### src/rtl/phcq_pkg.sv
// Shared types, codes and the scancode table of the PS/2 host command queue.
package phcq_pkg;

   localparam logic [1:0] KIND_SEND   = 2'd0;
   localparam logic [1:0] KIND_KEY    = 2'd1;
   localparam logic [1:0] KIND_REJECT = 2'd2;

   localparam logic [7:0] BYTE_ACK    = 8'hFA;
   localparam logic [7:0] BYTE_RESEND = 8'hFE;

   localparam int unsigned MAP_SIZE = 81;

   // Set-1 scancode to key code; zero marks an unmapped code.
   localparam logic [7:0] KEY_TABLE [MAP_SIZE] = '{
      8'h00, 8'h00, 8'h31, 8'h32, 8'h33, 8'h34, 8'h35, 8'h36,
      8'h37, 8'h38, 8'h39, 8'h30, 8'h2D, 8'h3D, 8'h08, 8'h09,
      8'h71, 8'h77, 8'h65, 8'h72, 8'h74, 8'h79, 8'h75, 8'h69,
      8'h6F, 8'h70, 8'h5B, 8'h5D, 8'h0A, 8'h00, 8'h61, 8'h73,
      8'h64, 8'h66, 8'h67, 8'h68, 8'h6A, 8'h6B, 8'h6C, 8'h3B,
      8'h27, 8'h60, 8'h00, 8'h5C, 8'h7A, 8'h78, 8'h63, 8'h76,
      8'h62, 8'h6E, 8'h6D, 8'h2C, 8'h2E, 8'h2F, 8'h00, 8'h00,
      8'h00, 8'h20, 8'h00, 8'h00, 8'h00, 8'h00, 8'h00, 8'h00,
      8'h00, 8'h00, 8'h00, 8'h00, 8'h00, 8'h00, 8'h00, 8'h00,
      8'h80, 8'h00, 8'h00, 8'h81, 8'h00, 8'h82, 8'h00, 8'h00,
      8'h83
   };

   // One unit of work for the output side: one or two result bytes.
   typedef struct packed {
      logic [1:0] kind;
      logic [7:0] byte_hi;
      logic [7:0] byte_lo;
      logic       two;
   } job_type;

   function automatic logic [7:0] key_lookup(input logic [7:0] code);
      logic [7:0] key;
      key = 8'h00;
      if (code < 8'(MAP_SIZE)) begin
         key = KEY_TABLE[code[6:0]];
      end
      return key;
   endfunction

   function automatic job_type make_send(input logic [15:0] word);
      job_type j;
      j.kind    = KIND_SEND;
      j.byte_hi = word[15:8];
      j.byte_lo = word[7:0];
      j.two     = (word[15:8] != 8'h00);
      return j;
   endfunction

   function automatic job_type make_single(input logic [1:0] kind, input logic [7:0] value);
      job_type j;
      j.kind    = kind;
      j.byte_hi = 8'h00;
      j.byte_lo = value;
      j.two     = 1'b0;
      return j;
   endfunction

endpackage

### src/rtl/phcq_if.sv
// Valid/ready channel interfaces for request and response transactions.
interface phcq_req_if;
   logic        valid;
   logic        ready;
   logic        cmd;
   logic [15:0] command_word;
   logic [7:0]  rx_byte;
   logic        from_port;

   modport source (output valid, cmd, command_word, rx_byte, from_port, input ready);
   modport sink   (input valid, cmd, command_word, rx_byte, from_port, output ready);
endinterface

interface phcq_rsp_if;
   logic       valid;
   logic       ready;
   logic [1:0] kind;
   logic [7:0] value;
   logic       last;

   modport source (output valid, kind, value, last, input ready);
   modport sink   (input valid, kind, value, last, output ready);
endinterface

### src/rtl/phcq_front.sv
// Front end: accepts requests, keeps the command queue and makes at most one job per request.
module phcq_front #(
   parameter int unsigned QUEUE_DEPTH = 8
) (
   input  logic              clock,
   input  logic              reset,
   phcq_req_if.sink          req,
   input  logic              jobq_full,
   output logic              push,
   output phcq_pkg::job_type push_job
);

   localparam int unsigned IDX_W = (QUEUE_DEPTH > 1) ? $clog2(QUEUE_DEPTH) : 1;
   localparam int unsigned CNT_W = $clog2(QUEUE_DEPTH + 1);
   localparam int unsigned SUM_W = IDX_W + 1;

   typedef enum logic [1:0] {
      ST_IDLE  = 2'b01,
      ST_FETCH = 2'b10
   } front_state_type;

   front_state_type state_ff, state_in;
   logic [IDX_W-1:0] head_ff, head_in;
   logic [CNT_W-1:0] count_ff, count_in;
   logic [15:0]      store [QUEUE_DEPTH];
   logic [15:0]      rd_data_ff;
   logic [IDX_W-1:0] rd_addr;
   logic [IDX_W-1:0] slot;
   logic [IDX_W-1:0] head_next;
   logic [SUM_W-1:0] slot_sum;
   logic             wr_en;
   logic             accept;
   logic             queue_full;
   logic             queue_empty;
   logic [7:0]       key;

   assign req.ready   = (state_ff == ST_IDLE) && !jobq_full;
   assign accept      = req.valid && req.ready;
   assign queue_full  = (count_ff == CNT_W'(QUEUE_DEPTH));
   assign queue_empty = (count_ff == '0);
   assign key         = phcq_pkg::key_lookup(req.rx_byte);

   assign slot_sum  = SUM_W'(head_ff) + SUM_W'(count_ff);
   assign slot      = (slot_sum >= SUM_W'(QUEUE_DEPTH)) ?
                      IDX_W'(slot_sum - SUM_W'(QUEUE_DEPTH)) : IDX_W'(slot_sum);
   assign head_next = (head_ff == IDX_W'(QUEUE_DEPTH - 1)) ? '0 : head_ff + 1'b1;

   always_comb begin
      state_in = state_ff;
      head_in  = head_ff;
      count_in = count_ff;
      wr_en    = 1'b0;
      rd_addr  = head_ff;
      push     = 1'b0;
      push_job = phcq_pkg::make_send(rd_data_ff);
      unique case (state_ff)
         ST_IDLE: begin
            if (accept) begin
               if (!req.cmd) begin
                  if (queue_full) begin
                     push     = 1'b1;
                     push_job = phcq_pkg::make_single(phcq_pkg::KIND_REJECT, 8'h00);
                  end else begin
                     wr_en    = 1'b1;
                     count_in = count_ff + 1'b1;
                     if (queue_empty) begin
                        push     = 1'b1;
                        push_job = phcq_pkg::make_send(req.command_word);
                     end
                  end
               end else if (!req.from_port) begin
                  if (!queue_empty) begin
                     if (req.rx_byte == phcq_pkg::BYTE_ACK) begin
                        head_in  = head_next;
                        count_in = count_ff - 1'b1;
                        rd_addr  = head_next;
                        if (count_ff != CNT_W'(1)) begin
                           state_in = ST_FETCH;
                        end
                     end else if (req.rx_byte == phcq_pkg::BYTE_RESEND) begin
                        state_in = ST_FETCH;
                     end
                  end else if (key != 8'h00) begin
                     push     = 1'b1;
                     push_job = phcq_pkg::make_single(phcq_pkg::KIND_KEY, key);
                  end
               end
            end
         end
         ST_FETCH: begin
            // The head command read in the accept cycle is now on rd_data_ff.
            push     = 1'b1;
            state_in = ST_IDLE;
         end
         default: state_in = ST_IDLE;
      endcase
   end

   always_ff @(posedge clock) begin
      if (wr_en) begin
         store[slot] <= req.command_word;
      end
      rd_data_ff <= store[rd_addr];
   end

   always_ff @(posedge clock) begin
      if (reset) begin
         state_ff <= ST_IDLE;
         head_ff  <= '0;
         count_ff <= '0;
      end else begin
         state_ff <= state_in;
         head_ff  <= head_in;
         count_ff <= count_in;
      end
   end

`ifndef ASSERT_OFF
   a_count_bound: assert property (@(posedge clock) disable iff (reset)
      count_ff <= CNT_W'(QUEUE_DEPTH))
      else $error("command count exceeds queue depth");
   a_head_bound: assert property (@(posedge clock) disable iff (reset)
      head_ff <= IDX_W'(QUEUE_DEPTH - 1))
      else $error("head index out of range");
`endif

endmodule

### src/rtl/phcq_jobq.sv
// Two-entry job queue between the front end and the output sequencer.
module phcq_jobq (
   input  logic              clock,
   input  logic              reset,
   input  logic              push,
   input  phcq_pkg::job_type push_job,
   input  logic              pop,
   output logic              full,
   output logic              valid,
   output phcq_pkg::job_type head_job
);

   phcq_pkg::job_type entries [2];
   logic       wr_ptr_ff;
   logic       rd_ptr_ff;
   logic [1:0] count_ff, count_in;
   logic       do_pop;

   assign full     = (count_ff == 2'd2);
   assign valid    = (count_ff != 2'd0);
   assign head_job = entries[rd_ptr_ff];
   assign do_pop   = pop && valid;

   always_comb begin
      count_in = count_ff;
      if (push && !do_pop) begin
         count_in = count_ff + 1'b1;
      end else if (do_pop && !push) begin
         count_in = count_ff - 1'b1;
      end
   end

   always_ff @(posedge clock) begin
      if (push) begin
         entries[wr_ptr_ff] <= push_job;
      end
   end

   always_ff @(posedge clock) begin
      if (reset) begin
         wr_ptr_ff <= 1'b0;
         rd_ptr_ff <= 1'b0;
         count_ff  <= 2'd0;
      end else begin
         if (push) begin
            wr_ptr_ff <= !wr_ptr_ff;
         end
         if (do_pop) begin
            rd_ptr_ff <= !rd_ptr_ff;
         end
         count_ff <= count_in;
      end
   end

`ifndef ASSERT_OFF
   a_no_overflow: assert property (@(posedge clock) disable iff (reset)
      !(push && full))
      else $error("job pushed into a full job queue");
`endif

endmodule

### src/rtl/phcq_back.sv
// Output sequencer: expands each job into one or two response transactions.
module phcq_back (
   input  logic              clock,
   input  logic              reset,
   input  logic              job_valid,
   input  phcq_pkg::job_type job,
   output logic              pop,
   phcq_rsp_if.source        rsp
);

   phcq_pkg::job_type job_ff;
   logic       have_job_ff;
   logic       phase_ff;
   logic       rsp_valid_ff;
   logic [1:0] rsp_kind_ff;
   logic [7:0] rsp_value_ff;
   logic       rsp_last_ff;
   logic       out_free;
   logic       emit;
   logic       first_of_two;

   assign out_free     = !rsp_valid_ff || rsp.ready;
   assign emit         = have_job_ff && out_free;
   assign first_of_two = job_ff.two && !phase_ff;
   assign pop          = !have_job_ff && job_valid;

   assign rsp.valid = rsp_valid_ff;
   assign rsp.kind  = rsp_kind_ff;
   assign rsp.value = rsp_value_ff;
   assign rsp.last  = rsp_last_ff;

   always_ff @(posedge clock) begin
      if (pop) begin
         job_ff <= job;
      end
      if (emit) begin
         rsp_kind_ff  <= job_ff.kind;
         rsp_value_ff <= first_of_two ? job_ff.byte_hi : job_ff.byte_lo;
         rsp_last_ff  <= !first_of_two;
      end
   end

   always_ff @(posedge clock) begin
      if (reset) begin
         have_job_ff  <= 1'b0;
         phase_ff     <= 1'b0;
         rsp_valid_ff <= 1'b0;
      end else begin
         if (emit) begin
            rsp_valid_ff <= 1'b1;
            if (first_of_two) begin
               phase_ff <= 1'b1;
            end else begin
               have_job_ff <= 1'b0;
            end
         end else if (rsp.ready) begin
            rsp_valid_ff <= 1'b0;
         end
         if (pop) begin
            have_job_ff <= 1'b1;
            phase_ff    <= 1'b0;
         end
      end
   end

`ifndef ASSERT_OFF
   a_second_follows: assert property (@(posedge clock) disable iff (reset)
      rsp_valid_ff && rsp.ready && !rsp_last_ff |=> rsp_valid_ff)
      else $error("second byte of a command did not follow the first");
`endif

endmodule

### src/rtl/ps2_host_command_queue_top.sv
// Top level of the PS/2 host command queue: front end, job queue and output sequencer.
// A result passes through a job queue entry, the sequencer's job register and the response
// register. An ACK or a resend first reads the head command from the command store. Reset is
// synchronous and clears pointers and handshake state, not the store. One request is taken per
// cycle while the front end is idle and the job queue has room; an ACK with commands left or a
// resend blocks requests during the head read; the sequencer pops a job only when idle.
module ps2_host_command_queue_top #(
   parameter int unsigned QUEUE_DEPTH = 8
) (
   input  logic       clock,
   input  logic       reset,
   phcq_req_if.sink   req_chan,
   phcq_rsp_if.source rsp_chan
);

   // Jobs travel from the front end to the output sequencer through a
   // two-entry queue. The front end only accepts a request transaction when
   // the queue has a free slot, so a job produced in the next cycle by a store
   // read always finds room.
   logic              push;
   phcq_pkg::job_type push_job;
   logic              jobq_full;
   logic              jobq_valid;
   phcq_pkg::job_type jobq_head;
   logic              pop;

   // The front end owns the command store, its head index and entry count.
   // It classifies each request as an enqueue, an ACK, a resend, a scancode
   // or something to drop, and emits at most one job per request.
   phcq_front #(
      .QUEUE_DEPTH (QUEUE_DEPTH)
   ) u_front (
      .clock     (clock),
      .reset     (reset),
      .req       (req_chan),
      .jobq_full (jobq_full),
      .push      (push),
      .push_job  (push_job)
   );

   phcq_jobq u_jobq (
      .clock    (clock),
      .reset    (reset),
      .push     (push),
      .push_job (push_job),
      .pop      (pop),
      .full     (jobq_full),
      .valid    (jobq_valid),
      .head_job (jobq_head)
   );

   // The output sequencer sends the high byte of a command first when it is
   // nonzero, then the low byte, and flags the final response transaction of
   // each job with last.
   phcq_back u_back (
      .clock     (clock),
      .reset     (reset),
      .job_valid (jobq_valid),
      .job       (jobq_head),
      .pop       (pop),
      .rsp       (rsp_chan)
   );

endmodule
### src/flat_wrapper.sv
// flat-port wrapper written by rule: the top's interface ports become plain ports
module ps2_host_command_queue_top_flat 
#(
   parameter int unsigned QUEUE_DEPTH = 8
)
  (clock, reset, req_chan_valid, req_chan_cmd, req_chan_command_word, req_chan_rx_byte, req_chan_from_port, req_chan_ready, rsp_chan_valid, rsp_chan_kind, rsp_chan_value, rsp_chan_last, rsp_chan_ready);
  phcq_req_if req_chan_i ();
  phcq_rsp_if rsp_chan_i ();
  input  logic clock;
  input  logic reset;
  input wire logic [$bits(req_chan_i.valid)-1:0] req_chan_valid;
  input wire logic [$bits(req_chan_i.cmd)-1:0] req_chan_cmd;
  input wire logic [$bits(req_chan_i.command_word)-1:0] req_chan_command_word;
  input wire logic [$bits(req_chan_i.rx_byte)-1:0] req_chan_rx_byte;
  input wire logic [$bits(req_chan_i.from_port)-1:0] req_chan_from_port;
  output wire logic [$bits(req_chan_i.ready)-1:0] req_chan_ready;
  output wire logic [$bits(rsp_chan_i.valid)-1:0] rsp_chan_valid;
  output wire logic [$bits(rsp_chan_i.kind)-1:0] rsp_chan_kind;
  output wire logic [$bits(rsp_chan_i.value)-1:0] rsp_chan_value;
  output wire logic [$bits(rsp_chan_i.last)-1:0] rsp_chan_last;
  input wire logic [$bits(rsp_chan_i.ready)-1:0] rsp_chan_ready;
  assign req_chan_i.valid = req_chan_valid;
  assign req_chan_i.cmd = req_chan_cmd;
  assign req_chan_i.command_word = req_chan_command_word;
  assign req_chan_i.rx_byte = req_chan_rx_byte;
  assign req_chan_i.from_port = req_chan_from_port;
  assign req_chan_ready = req_chan_i.ready;
  assign rsp_chan_valid = rsp_chan_i.valid;
  assign rsp_chan_kind = rsp_chan_i.kind;
  assign rsp_chan_value = rsp_chan_i.value;
  assign rsp_chan_last = rsp_chan_i.last;
  assign rsp_chan_i.ready = rsp_chan_ready;
  ps2_host_command_queue_top #(.QUEUE_DEPTH(QUEUE_DEPTH)) u_core (.clock(clock), .reset(reset), .req_chan(req_chan_i), .rsp_chan(rsp_chan_i));
endmodule
### config.mk
export PLATFORM = sky130hd
export DESIGN_NAME = ps2_host_command_queue_top_flat
export DESIGN_NICKNAME = d
export VERILOG_FILES = /design/src/rtl/phcq_pkg.sv /design/src/rtl/phcq_if.sv /design/src/rtl/phcq_front.sv /design/src/rtl/phcq_jobq.sv /design/src/rtl/phcq_back.sv /design/src/rtl/ps2_host_command_queue_top.sv /design/src/flat_wrapper.sv
export SDC_FILE = /design/constraint.sdc
export NUM_CORES = 1
export LEC_CHECK = 0
export ABC_AREA = 1
export BUFFER_PORTS_ARGS = -buffer_cell sky130_fd_sc_hd__buf_2
export CAP_MARGIN = 20
export CORE_ASPECT_RATIO = 2
export CORE_UTILIZATION = 60
export DETAILED_ROUTE_END_ITERATION = 8
export GPL_TIMING_DRIVEN = 0
export PLACE_DENSITY = 0.87
export SYNTH_ARGS = -nofsm -noshare
export SYNTH_HDL_FRONTEND = slang
export SYNTH_SLANG_ARGS = --single-unit
### constraint.sdc
create_clock -name clock -period 3.9 [get_ports clock]
set_clock_uncertainty 0.1 [all_clocks]
set_input_delay 0.585 -clock clock [delete_from_list [all_inputs] [get_ports clock]]
set_output_delay 0.585 -clock clock [all_outputs]
set_load 0.03 [all_outputs]
==> metrics.txt <==
top cell types by occurrence after synthesis=nand2_1 (409), edfxtp_1 (196), nand3_1 (101); Final min period=3.471 ns; Max FO, Critical Path=19; Clock Tree Root=clkbuf_16; clock power share=between 30% and 40%; Final period util=approximately nine tenths; Tightest Pin Transition=between 1 and 1.5 ns; Core Region=approximately 17000 um^2; final setup fails=0; ys flop type=edfxtp_1; routed length per placed instance=18.15 um; Max VDD drop=~0.59 mV; post_cts resized=0; total length of routed met3 wires=~1.5 mm; CTS buffer count=19; Die ar.=roughly 18000 um^2; share of total power in combinational logic=between 10% and 20%; DRT Pass-1 Iters=6; largest net degree at the start of global routing=23; sequential power share=between 40 and 50%; FILL cells=about 1300; Yosys reg bits=roughly 230; max-slew violation count=0; antenna cells=0; Worst Hold Class=input pin to flop; count leader, synth=nand2_1; startpoint types=input pin; fin nets=1220; initial antenna violation count=0; final hold viol count=0; WP data arrival=3.49 ns; die height=~190 um; Cells after Synth=between 1000 and 1500; switching portion of total power=27.49%; Starting Density=roughly three fifths; post-synth cell types=44; Layout Area Growth over Synthesis=11.42%; slew margin rel.=just over 30%; largest buffer count on any clock path=3; pre-CTS setup slack=-0.07670 ns; Setup crit end kind=flop; WS Path Type=input pin to flop; H-tree depth=1; post-synth top area share=55.37%; Synth area leaders=edfxtp_1 (55%), nand2_1 (14%), dfxtp_1 (6.0%), nand3_1 (4.8%), ha_1 (2.7%); setup ws final=about 0.43 ns; top layer in use=met4; Yosys top cell by area=edfxtp_1; clock slew at reported path FFs=about 0.070 ns; CTS Sinks=approximately 230; first-pass GRT wire length=39.42 mm; Met1 Routed Length=between 8 and 9 mm; status=complete, no violations; register area=around 6500 um^2; share of layout cells above drive strength 1=~11%; CTS hold repair buffers=0; max frequency=0.2881 GHz; total number of vias=7956; pwr/cell area=between 500 and 600 nW/um^2; Critical Path RT=a little under 4 ns; Port Buf Inserts=39; Int Power=~4.6 mW; netlist area before placement=~11000 um^2; FFs w/ async S/R, synth=0%; RSZ-0062 raised after global routing=no; Core Rows=between 60 and 70; WL met2=roughly 14 mm; HPWL after DPL=18.22 mm; Final ANT Viol Nets=0; Total Routed Length=between 20 and 30 mm; Yosys warnings=0; routability cong.=~1; Tot GR Track Use=between 20 and 30%; Post-Syn Nets=about 1200; Remaining DRCs=0; Multi-input gate area=3586 um^2; Psw=roughly 1.7 mW; initial drt markers=433; number of synthesized flops with an enable pin=196; CTS tree=yes; Die Wd=approximately 96 um; grt ovf=0; Avg Inst Size Synth=around 9.7 um^2; Worst-Skew Late Latency=0.49 ns; MaxCap Viol Count=0; Via density=about 5.7; cell count after placement=around 1400; vias in the first global route=7903; # Post-CTS Setup Buffers=0; IO Pins=43; fin cells=around 1400; sequential share of the synthesized area=61.39%; Leak=around 5 nW
==> logic make-up (layout without fill, tap and decap cells) <==
logic type | after synthesis | count (layout) | share of synthesized area [%]
AOI/OAI and AO/OA | 100 | 100 | 5.485
adders and majority gates | 24 | 24 | 2.896
and+or+nand+nor | 613 | 613 | 24.16
muxes | 8 | 8 | 0.8475
buffers and inverters | 123 | 203 | 4.967
DFF | 228 | 228 | 61.39
xor gates and xnor gates | 3 | 3 | 0.2472
==> final cells by class <==
cell class / count / share of cell area (%)
timing repair buffer: 46 / 2.314
tap: 210 / 2.218
clock buffer: 23 / 4.395
multi-input combinational: 748 / 30.28
clock inverter: 11 / 1.236
inverter: 77 / 2.440
buffer: 46 / 2.018
sequential: 228 / 55.10
==> power groups by stage <==
stage          clock network (mW)  registers [mW]  logic [mW]
2_1_floorplan                   0            3.27       0.693
6_report                     2.01            3.14        1.15
5_1_grt                      2.10            3.17        1.28
3_5_place_dp                    0            3.20        1.14
4_1_cts                      2.01            3.15        1.15
3_3_place_gp                    0            3.19        1.07
==> layer usage <==
| layer | track usage [%] | up-vias |
|---|---|---|
| li1 | - | 3829 |
| met1 | 28.08 | 3637 |
| met2 | 54.04 | 370 |
| met3 | 4.147 | 120 |
| met4 | 20.67 | 0 |
| met5 | 0 | - |
==> sequential cells by signal, summed over array words and instances (netlist names) <==
name,cells
u_core.u_front.store,128
u_core.u_jobq.entries,38
u_core.u_back.job_ff,19
u_core.u_front.rd_data_ff,16
u_core.u_back.rsp.value,8
u_core.u_front.count_ff,4
u_core.u_front.head_ff,3
u_core.u_back.rsp.kind,2
u_core.u_front.state_ff,2
u_core.u_jobq.count_ff,2
u_core.u_back.have_job_ff,1
u_core.u_back.phase_ff,1
u_core.u_back.rsp.last,1
u_core.u_back.rsp.valid,1
u_core.u_jobq.rd_ptr_ff,1
u_core.u_jobq.wr_ptr_ff,1
==> metrics by stage <==
step                instance area (um^2)  setup TNS (ns)  total power, mW  util [%]  hold WS [ns]
floorplan                          10630               0            3.965         -        0.3003
global route                       11840               0            6.553     68.57        0.2855
global placement                   11090          -9.147            4.257     64.20        0.3032
finish                             11840               0            6.298     68.57        0.2720
CTS                                11840               0            6.306     68.57        0.2623
detailed placement                 11180          -1.433            4.334     64.71        0.3182
==> critical path, cell delays in order <==
cell and delay (ns):
buf_2 0.17, inv_1 0.33, ha_1 0.34, nor2_1 0.28, a21oi_1 0.11, nand2_1 0.07, nand3_1 0.08, nand2_1 0.10
nand2_1 0.07, nand2_1 0.10, nor2_1 0.04, nand3_1 0.11, nand3_1 0.16, nand2_1 0.15, nand2_1 0.09, nor2_2 0.70
==> final timing paths <==
path | startpoint | end | slack, ns | cells past startpoint
worst min register to register | u_core.u_back.job_ff[17] | u_core.u_back.rsp.kind[0] | 0.33 | 0
worst max-delay path | req_chan_rx_byte[1] | u_core.u_jobq.entries[0][14] | 0.43 | 16
worst min-delay path | rsp_chan_ready | u_core.u_back.rsp.valid | 0.27 | 4
worst max register to register | u_core.u_front.count_ff[0] | u_core.u_front.store[2][5] | 0.59 | 10
==> layout by cell type (no fill, tap or decap), drive strengths merged, types with 7 or more instances in the layout <==
cell type / n
clkbuf: 45
nand3: 102
edfxtp: 196
nand2: 412
ha: 23
o21ai: 37
clkinv: 7
a31oi: 8
buf: 70
nand3b: 16
inv: 76
a22oi: 8
mux2: 8
dfxtp: 32
nor2: 68
a21oi: 31
No activity file was read; power rests on OpenSTA's default activity.
